## config.mk

```make
export PLATFORM = sky130hd
export DESIGN_NAME = bounded_delay_value_buffer
export DESIGN_NICKNAME = d
export VERILOG_FILES = /design/src/rtl/core/bdvb_pkg.sv /design/src/rtl/core/bdvb_slot_mem.sv /design/src/rtl/core/bdvb_cmp_unit.sv /design/src/rtl/core/bounded_delay_value_buffer.sv
export SDC_FILE = /design/constraint.sdc
export NUM_CORES = 1
export LEC_CHECK = 0
export ABC_AREA = 1
export BUFFER_PORTS_ARGS = -buffer_cell sky130_fd_sc_hd__clkbuf_2
export CORE_AREA = 2 2 261 263
export DETAILED_ROUTE_END_ITERATION = 6
export DIE_AREA = 0 0 263 265
export PLACE_DENSITY = 0.62
export SLEW_MARGIN = 0
export SYNTH_ARGS = -nofsm -noshare
export SYNTH_HDL_FRONTEND = slang
export SYNTH_SLANG_ARGS = --single-unit
```

## constraint.sdc

```tcl
create_clock -name clock -period 4.2 [get_ports clock]
set_input_delay 0.84 -clock clock [delete_from_list [all_inputs] [get_ports clock]]
set_output_delay 0.84 -clock clock [all_outputs]
set_load 0.02 [all_outputs]
```

## src/rtl/core/bdvb_pkg.sv

```systemverilog
// ----------------------------------------------------------------------------
// bdvb_pkg
// Shared types and fixed field widths of the bounded delay value buffer.
// ----------------------------------------------------------------------------
package bdvb_pkg;

   // fixed field widths of the item ports
   localparam int SLACK_W    = 8;
   localparam int VAL_IN_W   = 16;
   localparam int DROP_OUT_W = 5;
   localparam int COUNT_W    = 32;
   localparam int SUM_W      = 48;

   // item function codes
   localparam logic FUNC_ARRIVAL = 1'b0;
   localparam logic FUNC_TICK    = 1'b1;

   // sequencer states
   typedef enum logic [1:0] {
      ST_IDLE,
      ST_SCAN,
      ST_DRAIN,
      ST_UPDATE
   } state_type;

   // control of the shared compare unit
   typedef struct packed {
      logic clear;      // forget the current best entry
      logic check;      // offer the candidate entry
      logic find_max;   // 1: maximum, low index wins; 0: minimum, high index wins
      logic final_cmp;  // compare best value against the item value
   } scan_ctl_type;

endpackage

```

## src/rtl/core/bdvb_slot_mem.sv

```systemverilog
// ----------------------------------------------------------------------------
// bdvb_slot_mem
// Slot memory holding slack and value of each packet slot, one write port
// and one read port with registered read data.
// ----------------------------------------------------------------------------
module bdvb_slot_mem
   import bdvb_pkg::*;
#(
   parameter int DEPTH = 16,
   parameter int AW    = 4,
   parameter int VW    = 16
) (
   input  logic               clock,
   input  logic               rd_en,
   input  logic [AW-1:0]      rd_addr,
   output logic [SLACK_W-1:0] rd_slack,
   output logic [VW-1:0]      rd_value,
   input  logic               wr_en,
   input  logic [AW-1:0]      wr_addr,
   input  logic [SLACK_W-1:0] wr_slack,
   input  logic [VW-1:0]      wr_value
);

   logic [SLACK_W-1:0] slack_mem [DEPTH];
   logic [VW-1:0]      value_mem [DEPTH];
   logic [SLACK_W-1:0] rd_slack_ff;
   logic [VW-1:0]      rd_value_ff;

   // write port
   always_ff @(posedge clock) begin
      if (wr_en) begin
         slack_mem[wr_addr] <= wr_slack;
         value_mem[wr_addr] <= wr_value;
      end
   end

   // registered read port
   always_ff @(posedge clock) begin
      if (rd_en) begin
         rd_slack_ff <= slack_mem[rd_addr];
         rd_value_ff <= value_mem[rd_addr];
      end
   end

   assign rd_slack = rd_slack_ff;
   assign rd_value = rd_value_ff;

endmodule

```

## src/rtl/core/bdvb_cmp_unit.sv

```systemverilog
// ----------------------------------------------------------------------------
// bdvb_cmp_unit
// Shared value comparator with the best-entry register of the slot scan,
// reused at the end of an arrival to test the minimum against the new value.
// ----------------------------------------------------------------------------
module bdvb_cmp_unit
   import bdvb_pkg::*;
#(
   parameter int AW = 4,
   parameter int VW = 16
) (
   input  logic          clock,
   input  logic          reset,
   input  scan_ctl_type  ctl,
   input  logic [AW-1:0] cand_idx,
   input  logic [VW-1:0] cand_value,
   input  logic [VW-1:0] item_value,
   output logic          best_found,
   output logic [AW-1:0] best_idx,
   output logic [VW-1:0] best_value,
   output logic          best_le_item
);

   logic          found_ff;
   logic [AW-1:0] idx_ff;
   logic [VW-1:0] value_ff;
   logic [VW-1:0] op_a;
   logic [VW-1:0] op_b;
   logic          a_lt_b;
   logic          a_eq_b;
   logic          take;

   // operand selection into the single comparator
   assign op_a   = ctl.final_cmp ? value_ff : cand_value;
   assign op_b   = ctl.final_cmp ? item_value : value_ff;
   assign a_lt_b = (op_a < op_b);
   assign a_eq_b = (op_a == op_b);

   // candidate replaces the best entry
   always_comb begin
      if (!found_ff) begin
         take = 1'b1;
      end else if (ctl.find_max) begin
         take = !(a_lt_b || a_eq_b);
      end else begin
         take = a_lt_b || a_eq_b;
      end
   end

   // best entry tracking
   always_ff @(posedge clock) begin
      if (reset) begin
         found_ff <= 1'b0;
      end else if (ctl.clear) begin
         found_ff <= 1'b0;
      end else if (ctl.check && take) begin
         found_ff <= 1'b1;
      end
   end

   always_ff @(posedge clock) begin
      if (ctl.check && take && !ctl.clear) begin
         idx_ff   <= cand_idx;
         value_ff <= cand_value;
      end
   end

   assign best_found   = found_ff;
   assign best_idx     = idx_ff;
   assign best_value   = value_ff;
   assign best_le_item = a_lt_b || a_eq_b;

endmodule

```

## src/rtl/core/bounded_delay_value_buffer.sv

```systemverilog
// ----------------------------------------------------------------------------
// bounded_delay_value_buffer
// Packet slot buffer with greedy value admission, slack expiry and
// highest-value transmit, plus running drop, admit and send statistics.
// ----------------------------------------------------------------------------
// Usage:
//  The req channel carries one item: func selects a packet arrival (with
//  packet_slack and packet_value) or a time tick. Each item gives exactly one
//  result on the rsp channel with per-item flags and the running totals.
//  Both channels use valid/stall; an item moves on an edge with valid high
//  and stall low.
//  Each item is worked by a scan over all slots, one slot per cycle through
//  the slot memory read port and a shared comparator, then a drain and an
//  update cycle. The result is registered when the update cycle commits;
//  only then does the sequencer return to idle and take the next item, so
//  req_stall is high while an item is in work.
//  The result sits in an output register; while rsp_stall holds it, the next
//  item is still accepted and scanned, and waits in its update cycle.
//  Reset empties all slots (valid bits only, no clearing pass), clears
//  the totals and drops any result not yet taken.
// ----------------------------------------------------------------------------
module bounded_delay_value_buffer
   import bdvb_pkg::*;
#(
   parameter int SLOTS      = 16,
   parameter int VALUE_BITS = 16
) (
   input  logic                  clock,
   input  logic                  reset,
   input  logic                  req_valid,
   output logic                  req_stall,
   input  logic                  req_func,
   input  logic [SLACK_W-1:0]    req_packet_slack,
   input  logic [VAL_IN_W-1:0]   req_packet_value,
   output logic                  rsp_valid,
   input  logic                  rsp_stall,
   output logic                  rsp_admitted,
   output logic [DROP_OUT_W-1:0] rsp_dropped_now,
   output logic                  rsp_sent,
   output logic [VAL_IN_W-1:0]   rsp_sent_value,
   output logic [COUNT_W-1:0]    rsp_total_dropped,
   output logic [COUNT_W-1:0]    rsp_total_admitted,
   output logic [COUNT_W-1:0]    rsp_total_sent,
   output logic [SUM_W-1:0]      rsp_total_sent_value
);

   localparam int AW  = (SLOTS > 1) ? $clog2(SLOTS) : 1;
   localparam int DCW = $clog2(SLOTS + 1);
   localparam int VW  = VALUE_BITS;

   // sequencer and scan control
   state_type          state_ff;
   state_type          state_in;
   logic [AW-1:0]      idx_ff;
   logic               chk_vld_ff;
   logic [AW-1:0]      chk_idx_ff;
   logic [SLOTS-1:0]   full_ff;

   // item registers
   logic               func_ff;
   logic [SLACK_W-1:0] slack_ff;
   logic [VW-1:0]      value_ff;
   logic [DCW-1:0]     drop_now_ff;
   logic               free_found_ff;
   logic [AW-1:0]      free_idx_ff;

   // statistics and result
   logic [COUNT_W-1:0]    drop_count_ff;
   logic [COUNT_W-1:0]    admit_count_ff;
   logic [COUNT_W-1:0]    send_count_ff;
   logic [SUM_W-1:0]      value_sum_ff;
   logic                  rsp_valid_ff;
   logic                  admitted_ff;
   logic [DROP_OUT_W-1:0] dropped_now_ff;
   logic                  sent_ff;
   logic [VAL_IN_W-1:0]   sent_value_ff;

   // memory and compare unit connections
   logic               mem_rd_en;
   logic [SLACK_W-1:0] rd_slack;
   logic [VW-1:0]      rd_value;
   logic               wr_en;
   logic [AW-1:0]      wr_addr;
   logic [SLACK_W-1:0] wr_slack;
   logic [VW-1:0]      wr_value;
   scan_ctl_type       scan_ctl;
   logic               best_found;
   logic [AW-1:0]      best_idx;
   logic [VW-1:0]      best_value;
   logic               best_le_item;

   // derived control
   logic               accept;
   logic               commit;
   logic               chk_full;
   logic               slack_live;
   logic               expire;
   logic               arr_admit;
   logic [AW-1:0]      arr_target;
   logic               tick_send;

   bdvb_slot_mem #(
      .DEPTH (SLOTS),
      .AW    (AW),
      .VW    (VW)
   ) u_slot_mem (
      .clock    (clock),
      .rd_en    (mem_rd_en),
      .rd_addr  (idx_ff),
      .rd_slack (rd_slack),
      .rd_value (rd_value),
      .wr_en    (wr_en),
      .wr_addr  (wr_addr),
      .wr_slack (wr_slack),
      .wr_value (wr_value)
   );

   bdvb_cmp_unit #(
      .AW (AW),
      .VW (VW)
   ) u_cmp_unit (
      .clock        (clock),
      .reset        (reset),
      .ctl          (scan_ctl),
      .cand_idx     (chk_idx_ff),
      .cand_value   (rd_value),
      .item_value   (value_ff),
      .best_found   (best_found),
      .best_idx     (best_idx),
      .best_value   (best_value),
      .best_le_item (best_le_item)
   );

   // next state
   always_comb begin
      state_in = state_ff;
      unique case (state_ff)
         ST_IDLE: begin
            if (req_valid) begin
               state_in = ST_SCAN;
            end
         end
         ST_SCAN: begin
            if (idx_ff == AW'(SLOTS - 1)) begin
               state_in = ST_DRAIN;
            end
         end
         ST_DRAIN: begin
            state_in = ST_UPDATE;
         end
         ST_UPDATE: begin
            if (!rsp_valid_ff || !rsp_stall) begin
               state_in = ST_IDLE;
            end
         end
         default: begin
            state_in = ST_IDLE;
         end
      endcase
   end

   // sequencer outputs
   always_comb begin
      accept     = (state_ff == ST_IDLE) && req_valid;
      commit     = (state_ff == ST_UPDATE) && (!rsp_valid_ff || !rsp_stall);
      mem_rd_en  = (state_ff == ST_SCAN);
      chk_full   = chk_vld_ff && full_ff[chk_idx_ff];
      slack_live = (rd_slack > SLACK_W'(1));
      expire     = chk_full && (func_ff == FUNC_TICK) && !slack_live;
      arr_admit  = free_found_ff || best_le_item;
      arr_target = free_found_ff ? free_idx_ff : best_idx;
      tick_send  = (func_ff == FUNC_TICK) && best_found;

      scan_ctl.clear     = accept;
      scan_ctl.check     = chk_full && ((func_ff == FUNC_ARRIVAL) || slack_live);
      scan_ctl.find_max  = (func_ff == FUNC_TICK);
      scan_ctl.final_cmp = (state_ff == ST_UPDATE);

      // memory write: slack decrement on tick scan, packet store on arrival
      wr_en    = 1'b0;
      wr_addr  = chk_idx_ff;
      wr_slack = rd_slack - SLACK_W'(1);
      wr_value = rd_value;
      if (chk_full && (func_ff == FUNC_TICK) && slack_live) begin
         wr_en = 1'b1;
      end else if (commit && (func_ff == FUNC_ARRIVAL) && arr_admit) begin
         wr_en    = 1'b1;
         wr_addr  = arr_target;
         wr_slack = slack_ff;
         wr_value = value_ff;
      end
   end

   // control state, slot valid bits and statistics
   always_ff @(posedge clock) begin
      if (reset) begin
         state_ff       <= ST_IDLE;
         chk_vld_ff     <= 1'b0;
         full_ff        <= '0;
         rsp_valid_ff   <= 1'b0;
         drop_count_ff  <= '0;
         admit_count_ff <= '0;
         send_count_ff  <= '0;
         value_sum_ff   <= '0;
      end else begin
         state_ff   <= state_in;
         chk_vld_ff <= (state_ff == ST_SCAN);
         if (expire) begin
            full_ff[chk_idx_ff] <= 1'b0;
         end
         if (commit) begin
            rsp_valid_ff <= 1'b1;
            if (func_ff == FUNC_ARRIVAL) begin
               if (arr_admit) begin
                  full_ff[arr_target] <= 1'b1;
                  admit_count_ff      <= admit_count_ff + COUNT_W'(1);
               end
               if (!free_found_ff) begin
                  drop_count_ff <= drop_count_ff + COUNT_W'(1);
               end
            end else begin
               drop_count_ff <= drop_count_ff + COUNT_W'(drop_now_ff);
               if (best_found) begin
                  full_ff[best_idx] <= 1'b0;
                  send_count_ff     <= send_count_ff + COUNT_W'(1);
                  value_sum_ff      <= value_sum_ff + SUM_W'(best_value);
               end
            end
         end else if (!rsp_stall) begin
            rsp_valid_ff <= 1'b0;
         end
      end
   end

   // item and scan payload
   always_ff @(posedge clock) begin
      if (accept) begin
         func_ff       <= req_func;
         slack_ff      <= req_packet_slack;
         value_ff      <= VW'(req_packet_value);
         drop_now_ff   <= '0;
         free_found_ff <= 1'b0;
         idx_ff        <= '0;
      end else begin
         if (state_ff == ST_SCAN) begin
            idx_ff <= idx_ff + AW'(1);
         end
         if (expire) begin
            drop_now_ff <= drop_now_ff + DCW'(1);
         end
         if (chk_vld_ff && !full_ff[chk_idx_ff] && (func_ff == FUNC_ARRIVAL)
             && !free_found_ff) begin
            free_found_ff <= 1'b1;
            free_idx_ff   <= chk_idx_ff;
         end
      end
      chk_idx_ff <= idx_ff;
   end

   // result register
   always_ff @(posedge clock) begin
      if (commit) begin
         admitted_ff   <= (func_ff == FUNC_ARRIVAL) && arr_admit;
         sent_ff       <= tick_send;
         sent_value_ff <= tick_send ? VAL_IN_W'(best_value) : '0;
         if (func_ff == FUNC_ARRIVAL) begin
            dropped_now_ff <= free_found_ff ? DROP_OUT_W'(0) : DROP_OUT_W'(1);
         end else begin
            dropped_now_ff <= DROP_OUT_W'(drop_now_ff);
         end
      end
   end

   assign req_stall            = (state_ff != ST_IDLE);
   assign rsp_valid            = rsp_valid_ff;
   assign rsp_admitted         = admitted_ff;
   assign rsp_dropped_now      = dropped_now_ff;
   assign rsp_sent             = sent_ff;
   assign rsp_sent_value       = sent_value_ff;
   assign rsp_total_dropped    = drop_count_ff;
   assign rsp_total_admitted   = admit_count_ff;
   assign rsp_total_sent       = send_count_ff;
   assign rsp_total_sent_value = value_sum_ff;

   // a result never both admits and sends
   a_admit_xor_send: assert property (@(posedge clock) disable iff (reset)
      rsp_valid_ff |-> !(admitted_ff && sent_ff))
      else $error("result both admitted and sent");

   // no transmit means a zero sent value
   a_idle_sent_value: assert property (@(posedge clock) disable iff (reset)
      (rsp_valid_ff && !sent_ff) |-> (sent_value_ff == '0))
      else $error("sent value without a transmit");

   // the transmitted slot is freed
   a_sent_slot_freed: assert property (@(posedge clock) disable iff (reset)
      (commit && tick_send) |=> !full_ff[$past(best_idx)])
      else $error("transmitted slot still full");

   // admit count moves by at most one per cycle
   a_admit_step: assert property (@(posedge clock) disable iff (reset)
      !$past(reset) |-> ((admit_count_ff == $past(admit_count_ff))
         || (admit_count_ff == $past(admit_count_ff) + COUNT_W'(1))))
      else $error("admit count jumped");

   // scan data only arrives while the scan runs
   a_chk_in_scan: assert property (@(posedge clock) disable iff (reset)
      chk_vld_ff |-> ((state_ff == ST_SCAN) || (state_ff == ST_DRAIN)))
      else $error("slot check outside the scan");

endmodule
```

==> qor.csv, run 1 <==
stage,metric,value,unit
timing,setup_slack,0.354,ns
pwr,netSwitchingFraction,0.326,
route,first_iter_violations,2105,
placement,dp_slack,0.361,ns
yosys,synth_ff_type,edfxtp_1,
route,maxUsedRoutingLayer,met4,
yosys,ys_warn_count,0,
die,coreArea,66800,µm²
worst_hold_path,holdPathStages,0,
global_route,grt_max_degree,197,
cts,cts.root.buffer_cell,clkbuf_16,
cts,cts_buffers,71,
yosys,ys_types,52,
pwr,leakage,12.7,nW
pwr,vdd_drop_max,0.348,mV
timing,rsz0062_at_grt,no,
route,antenna_left,0,
yosys,syn_inst,3133,
timing,setup_viol,0,
final_layout,layout-drive-gt1-share,0.128,
cts,cts_setup_buffers,0,
worst_setup_path,path_cells,"ha_1, inv_1, buf_4, nand2_1, o21ai_0, ha_1, a21oi_1, nand2_1, a21oi_1, nand2_1, nand3_2, nand2_2, o21ai_0, nand2_1, nor2_2, buf_4",
cts,clk_pin_slew_worst_paths,0.06,ns
yosys,synth_area,29900,µm²
timing,slew_violations,0,
cts,h-tree-depth,3,
job,drv_cap,0,
placement,port_buffers,197,
route,route.detailed.wl_per_inst,18.4,µm
timing,tightest_slew,1.22,ns
worst_setup_path,cp.arrival,4.11,ns
outcome,status,"finished, final reports clean",
route,wl_met3,5320,µm
cts,clock-sinks,659,
route,viasPerCell,5.48,
final_layout,mostFrequentLayoutCells,"nand2_1 (541), edfxtp_1 (480), nor2_1 (453)",
global_route,antenna_found_initial,0,
pwr,p_sw,6.12,mW
timing,clock-skew-final,0.0269,ns
worst_setup_path,slowest_stage,dfxtp_1,
route,m1WireLength,35100,µm
pwr,comb_power_share,0.234,
global_route,gr-total-overflow,0,
timing,hold-worst-slack,0.401,ns
pwr,power_frac_clock,0.327,
final_layout,layout_commonest_cell,nand2_1,
yosys,syn_area_per_cell,9.55,µm²
die,die_w,263,µm
worst_setup_path,cp_common_cell,nand2_1,
route,routed_wl,78600,µm
yosys,synth_seq_cells,659,
route,drc,0,
timing,setup-tns-final,0,ns
final_layout,nets,3419,
timing,max_slew_margin,0.184,
final_layout,area_growth,14.7,%
yosys,synth_edf_count,480,
placement,gp_congestion,0.891,
global_route,grt_pass1_wl,125000,µm
route,drt_first_pass_iters,5,
worst_setup_path,path_class,register to register,
timing,hold_viol_final,0,
pwr,powerDensity,547,nW/µm²
pwr,power.internal,12.7,mW
yosys,synth-async-reset-ratio,0,
timing,fin_crit_sh,0.916,
cts,cts_buffer_depth,3,
timing,max_freq,260,MHz
placement,hpwl,52600,µm
yosys,synth_nets,3213,
final_layout,antenna_cells,0,
route,wl_met2,37100,µm
global_route,grt_usage,0.222,
cts,cts_tree,built,
final_layout,fill_cells,6059,
die,ios,198,
worst_setup_path,crit_path_max_fanout,30,
die,die_h,265,µm
cts,hold_buffers,0,
worst_setup_path,start_kind,register,
worst_setup_path,required,4.47,ns
worst_setup_path,rr_worst_depth,16,
pwr,seqPwrFrac,0.439,
timing,period_needed,3.85,ns
die,die_area,69700,µm²
worst_setup_path,cp-end-kind,register,
global_route,grt_pass1_vias,22600,
die,rows,95,
die,initial_core_util,0.448,
yosys,yosysSeqAreaShare,0.601,
worst_setup_path,cp_slowest_stage_delay,0.40,ns
worst_hold_path,hold_path_class,register to register,
route,vias,23400,
cts,clk-insertion-delay-late,0.62,ns
==> registers in the layout (all words and copies together), names as in the netlist, 32 cells and up <==
name	cells
rsp_total_sent	32
rsp_total_admitted	32
u_slot_mem.value_mem	256
rsp_total_sent_value	48
u_slot_mem.slack_mem	128
rsp_total_dropped	32
==> path summary, 6_finish.rpt <==
check | from | endpoint | slack (ns)
min reg2reg | idx_ff[3] | chk_idx_ff[3] | 0.40
max | state_ff[0] | u_slot_mem.value_mem[11][9] | 0.35
min | idx_ff[3] | chk_idx_ff[3] | 0.40
max reg2reg | state_ff[0] | u_slot_mem.value_mem[11][9] | 0.35
==> worst max-delay path, delay by kind of cell, from the launching register on <==
family | cells | cell delay, ns
AND/OR/NAND/NOR | 7 | 1.01
buffers and inverters | 3 | 0.69
flip-flops | 1 | 0.40
AO/OA/AOI/OAI | 4 | 0.79
adder cells (fa/ha/maj) | 2 | 0.60
==> area by class of cell <==
cell class | count | area [µm²] | area share
Clock inverter | 43 | 410 | 0.0120
Timing Repair Buffer | 262 | 1530 | 0.0445
Multi-Input combinational cell | 2072 | 10400 | 0.302
Inverter | 273 | 1030 | 0.0300
Clock buffer | 86 | 1880 | 0.0549
Sequential cell | 659 | 18000 | 0.524
Tap cell | 873 | 1090 | 0.0318
==> layer usage <==
metal  vias up  GRT usage
li1      11300          -
met1     11200      0.309
met2       813      0.368
met3        89     0.0323
met4         0     0.0554
met5         -          0
==> per-stage QoR <==
| stage | std cells | instance area (µm²) | util | power (mW) |
|---|---|---|---|---|
| detailed placement | 4139 | 32000 | 0.479 | 12.7 |
| floorplan | 3133 | 29900 | - | 11.0 |
| global placement | 4139 | 32000 | 0.479 | 12.6 |
| global route | 4268 | 34300 | 0.514 | 19.7 |
| finish | 4268 | 34300 | 0.514 | 18.8 |
| CTS | 4268 | 34300 | 0.514 | 18.9 |
==> cells in the mapped netlist, drive strengths merged (5+ instances only) <==
library cell,count,area (µm²)
nand2,547,2080
edfxtp,480,14400
nor2,480,1830
o21ai,331,1660
inv,269,1010
dfxtp,179,3580
a21oi,154,774
nand3,133,723
clkbuf,96,360
nor3,66,345
o22ai,60,375
nand4,58,369
ha,49,613
xor2,42,368
o221ai,38,333
buf,33,205
xnor2,23,201
nor4,15,93.8
a31oi,14,87.6
o211ai,12,90.1
a21boi,11,82.6
o21a,7,52.6
nand3b,6,45.0
or2,5,31.3
==> timing repair <==
| item | CTS | global route |
|---|---|---|
| hold endpoints to repair | 0 | 0 |
| gates resized for setup | 0 | 4 |
| setup endpoints to repair | 0 | 44 |
==> power by group through the flow <==
stage / combinational (mW) / clock [mW] / sequential [mW]
2_1_floorplan: 2.65 / 0 / 8.31
3_3_place_gp: 4.24 / 0 / 8.37
3_5_place_dp: 4.34 / 0 / 8.38
4_1_cts: 4.36 / 6.27 / 8.24
5_1_grt: 4.86 / 6.53 / 8.28
6_report: 4.38 / 6.14 / 8.25
==> logic make-up (layout without fill, tap and decap cells) <==
logic type | Yosys count | after routing | share of synthesized area
AND/OR/NAND/NOR | 1316 | 1316 | 0.186
flip-flops | 659 | 659 | 0.601
AO/OA/AOI/OAI | 640 | 640 | 0.119
buffers and inverters | 402 | 664 | 0.0531
XOR/XNOR | 65 | 65 | 0.0190
adder cells (fa/ha/maj) | 51 | 51 | 0.0218
Note: power is estimated with default switching activity, not from simulation.
==> inputs of run 2 (changes only) <==
- CTS_CLUSTER_SIZE: not set -> 10
- MAX_ROUTING_LAYER: not set -> met4
==> run 2 against run 1 <==
Non-clock buffer count did not move. Critical endpoint is now u_slot_mem.slack_mem[5][5]. Critical path depth did not move. Largest power group unchanged. Wire length rose by 1.3%.
==> qor.csv, run 2 (synthesized netlist as in run 1, its figures left out) <==
stage,metric,value,unit
die,die_w,263,µm
worst_setup_path,start_kind,register,
final_layout,antenna_cells,0,
final_layout,area_growth,14.5,%
timing,slew_violations,0,
route,first_iter_violations,2292,
placement,gp_congestion,0.904,
cts,cts_buffers,78,
timing,period_needed,3.84,ns
pwr,powerDensity,548,nW/µm²
timing,max_slew_margin,0.216,
final_layout,layout_commonest_cell,nand2_1,
worst_setup_path,cp.arrival,4.11,ns
job,drv_cap,0,
worst_setup_path,path_class,register to register,
worst_setup_path,rrSetupSlack,0.36,ns
worst_hold_path,min_from,req_packet_value[15],
die,rows,95,
timing,tightest_slew,1.18,ns
timing,setup_viol,0,
cts,clk-insertion-delay-late,0.64,ns
global_route,grt_pass1_vias,22400,
cts,clock-sinks,659,
die,initial_core_util,0.448,
route,antenna_left,0,
final_layout,nets,3426,
cts,h-tree-depth,3,
route,viasPerCell,5.52,
global_route,gr-total-overflow,0,
timing,hold_viol_final,0,
cts,clk_pin_slew_worst_paths,0.06,ns
final_layout,mostFrequentLayoutCells,"nand2_1 (541), edfxtp_1 (480), nor2_1 (453)",
cts,cts_buffer_depth,3,
worst_setup_path,required,4.47,ns
route,routed_wl,79700,µm
placement,dp.cells,4139,
die,die_h,265,µm
global_route,grt_usage,0.231,
worst_setup_path,r2r-start,state_ff[0],
global_route,grt_pass1_wl,125000,µm
placement,hpwl,53000,µm
placement,port_buffers,197,
die,coreArea,66800,µm²
timing,max_freq,260,MHz
outcome,status,"finished, final reports clean",
worst_setup_path,cp-end-kind,register,
final_layout,layout.cells.non_filler,4259,
global_route,antenna_found_initial,0,
pwr,vdd_drop_max,0.367,mV
worst_hold_path,whs_endpoint,value_ff[15],
pwr,power.total,18.8,mW
timing,clock-skew-final,0.0366,ns
timing,rsz0062_at_grt,no,
final_layout,fill_cells,6042,
final_layout,largest_register_ffs,256,
timing,setup-tns-final,0,ns
worst_setup_path,r2r-end,u_slot_mem.slack_mem[5][5],
worst_setup_path,crit_path_max_fanout,30,
pwr,leakage,12.7,nW
worst_hold_path,holdPathStages,1,
die,die_area,69700,µm²
final_layout,layout-drive-gt1-share,0.123,
worst_hold_path,hold_path_class,input port to register,
route,drc,0,
timing,fin_crit_sh,0.914,
die,ios,198,
cts,cts_tree,built,
route,drt_first_pass_iters,5,
worst_setup_path,rr_worst_depth,16,
global_route,grt_max_degree,100,
route,route.detailed.wl_per_inst,18.7,µm
cts,hold_buffers,0,
route,vias,23500,
cts,cts.root.buffer_cell,clkbuf_16,
final_layout,top_register,u_slot_mem.value_mem,
==> run 2: worst max-delay path by stage <==
stage,start,to,slack (ns),cells past startpoint
after floorplan,state_ff[0],u_slot_mem.slack_mem[0][0],0.38,17
after global placement,state_ff[0],u_slot_mem.value_mem[0][12],0.49,15
after detailed placement,state_ff[0],u_slot_mem.value_mem[1][6],0.28,16
after CTS,state_ff[0],u_slot_mem.value_mem[1][15],0.24,14
after global routing,state_ff[0],u_slot_mem.value_mem[7][0],0.03,17
final,state_ff[0],u_slot_mem.slack_mem[5][5],0.36,16
==> run 2: where the power goes <==
group          switching, mW  internal [mW]
sequential             0.288           7.99
combinational           3.24           1.14
clock                   2.59           3.52
total                   6.12           12.7
==> run 2: final cells by class <==
cell class | count | area, µm² | share of cell area
inverter | 273 | 1030 | 0.0300
sequential | 659 | 18000 | 0.525
clock buffer | 111 | 2140 | 0.0624
timing repair buffer | 262 | 1500 | 0.0439
clock inverter | 9 | 109 | 0.00318
tap | 873 | 1090 | 0.0319
multi-input combinational | 2072 | 10400 | 0.303
==> run 2: layer usage <==
metal  up-vias  GRT usage  routed length (µm)
li1      11300          -                   -
met1     11300      0.312               36000
met2       800      0.367               37100
met3       111     0.0395                5330
met4         0     0.0536                1240
met5         -          -                   0
==> run 2: metrics by stage <==
stage	utilization	setup slack, ns	hold slack (ns)	area [µm²]
finish	0.513	0.361	0.373	34300
global route	0.513	0.0300	0.349	34300
CTS	0.513	0.237	0.342	34200
detailed placement	0.479	0.283	0.381	32000
global placement	0.479	0.492	0.376	32000
floorplan	-	0.380	0.349	29900
==> run 2: what timing repair did <==
item / 4_1_cts / 5_1_grt
setup endpoints to repair: 0 / 346
buffers inserted: 0 / 0
gates resized for setup: 0 / 6
endpoints found under the hold margin: 0 / 0
==> run 2: critical path, stage by stage, from the launching register on <==
cell and delay [ns]:
dfxtp_1 0.35, ha_1 0.26, inv_1 0.11, buf_4 0.28, o21ai_0 0.17, ha_1 0.32, nand2_1 0.10, nor3_2 0.30
nand2_1 0.09, nand2_1 0.09, nand3_2 0.17, nand2_4 0.23, nand2_1 0.08, o21ai_1 0.14, nand2_1 0.23, nor2_2 0.16
buf_4 0.38
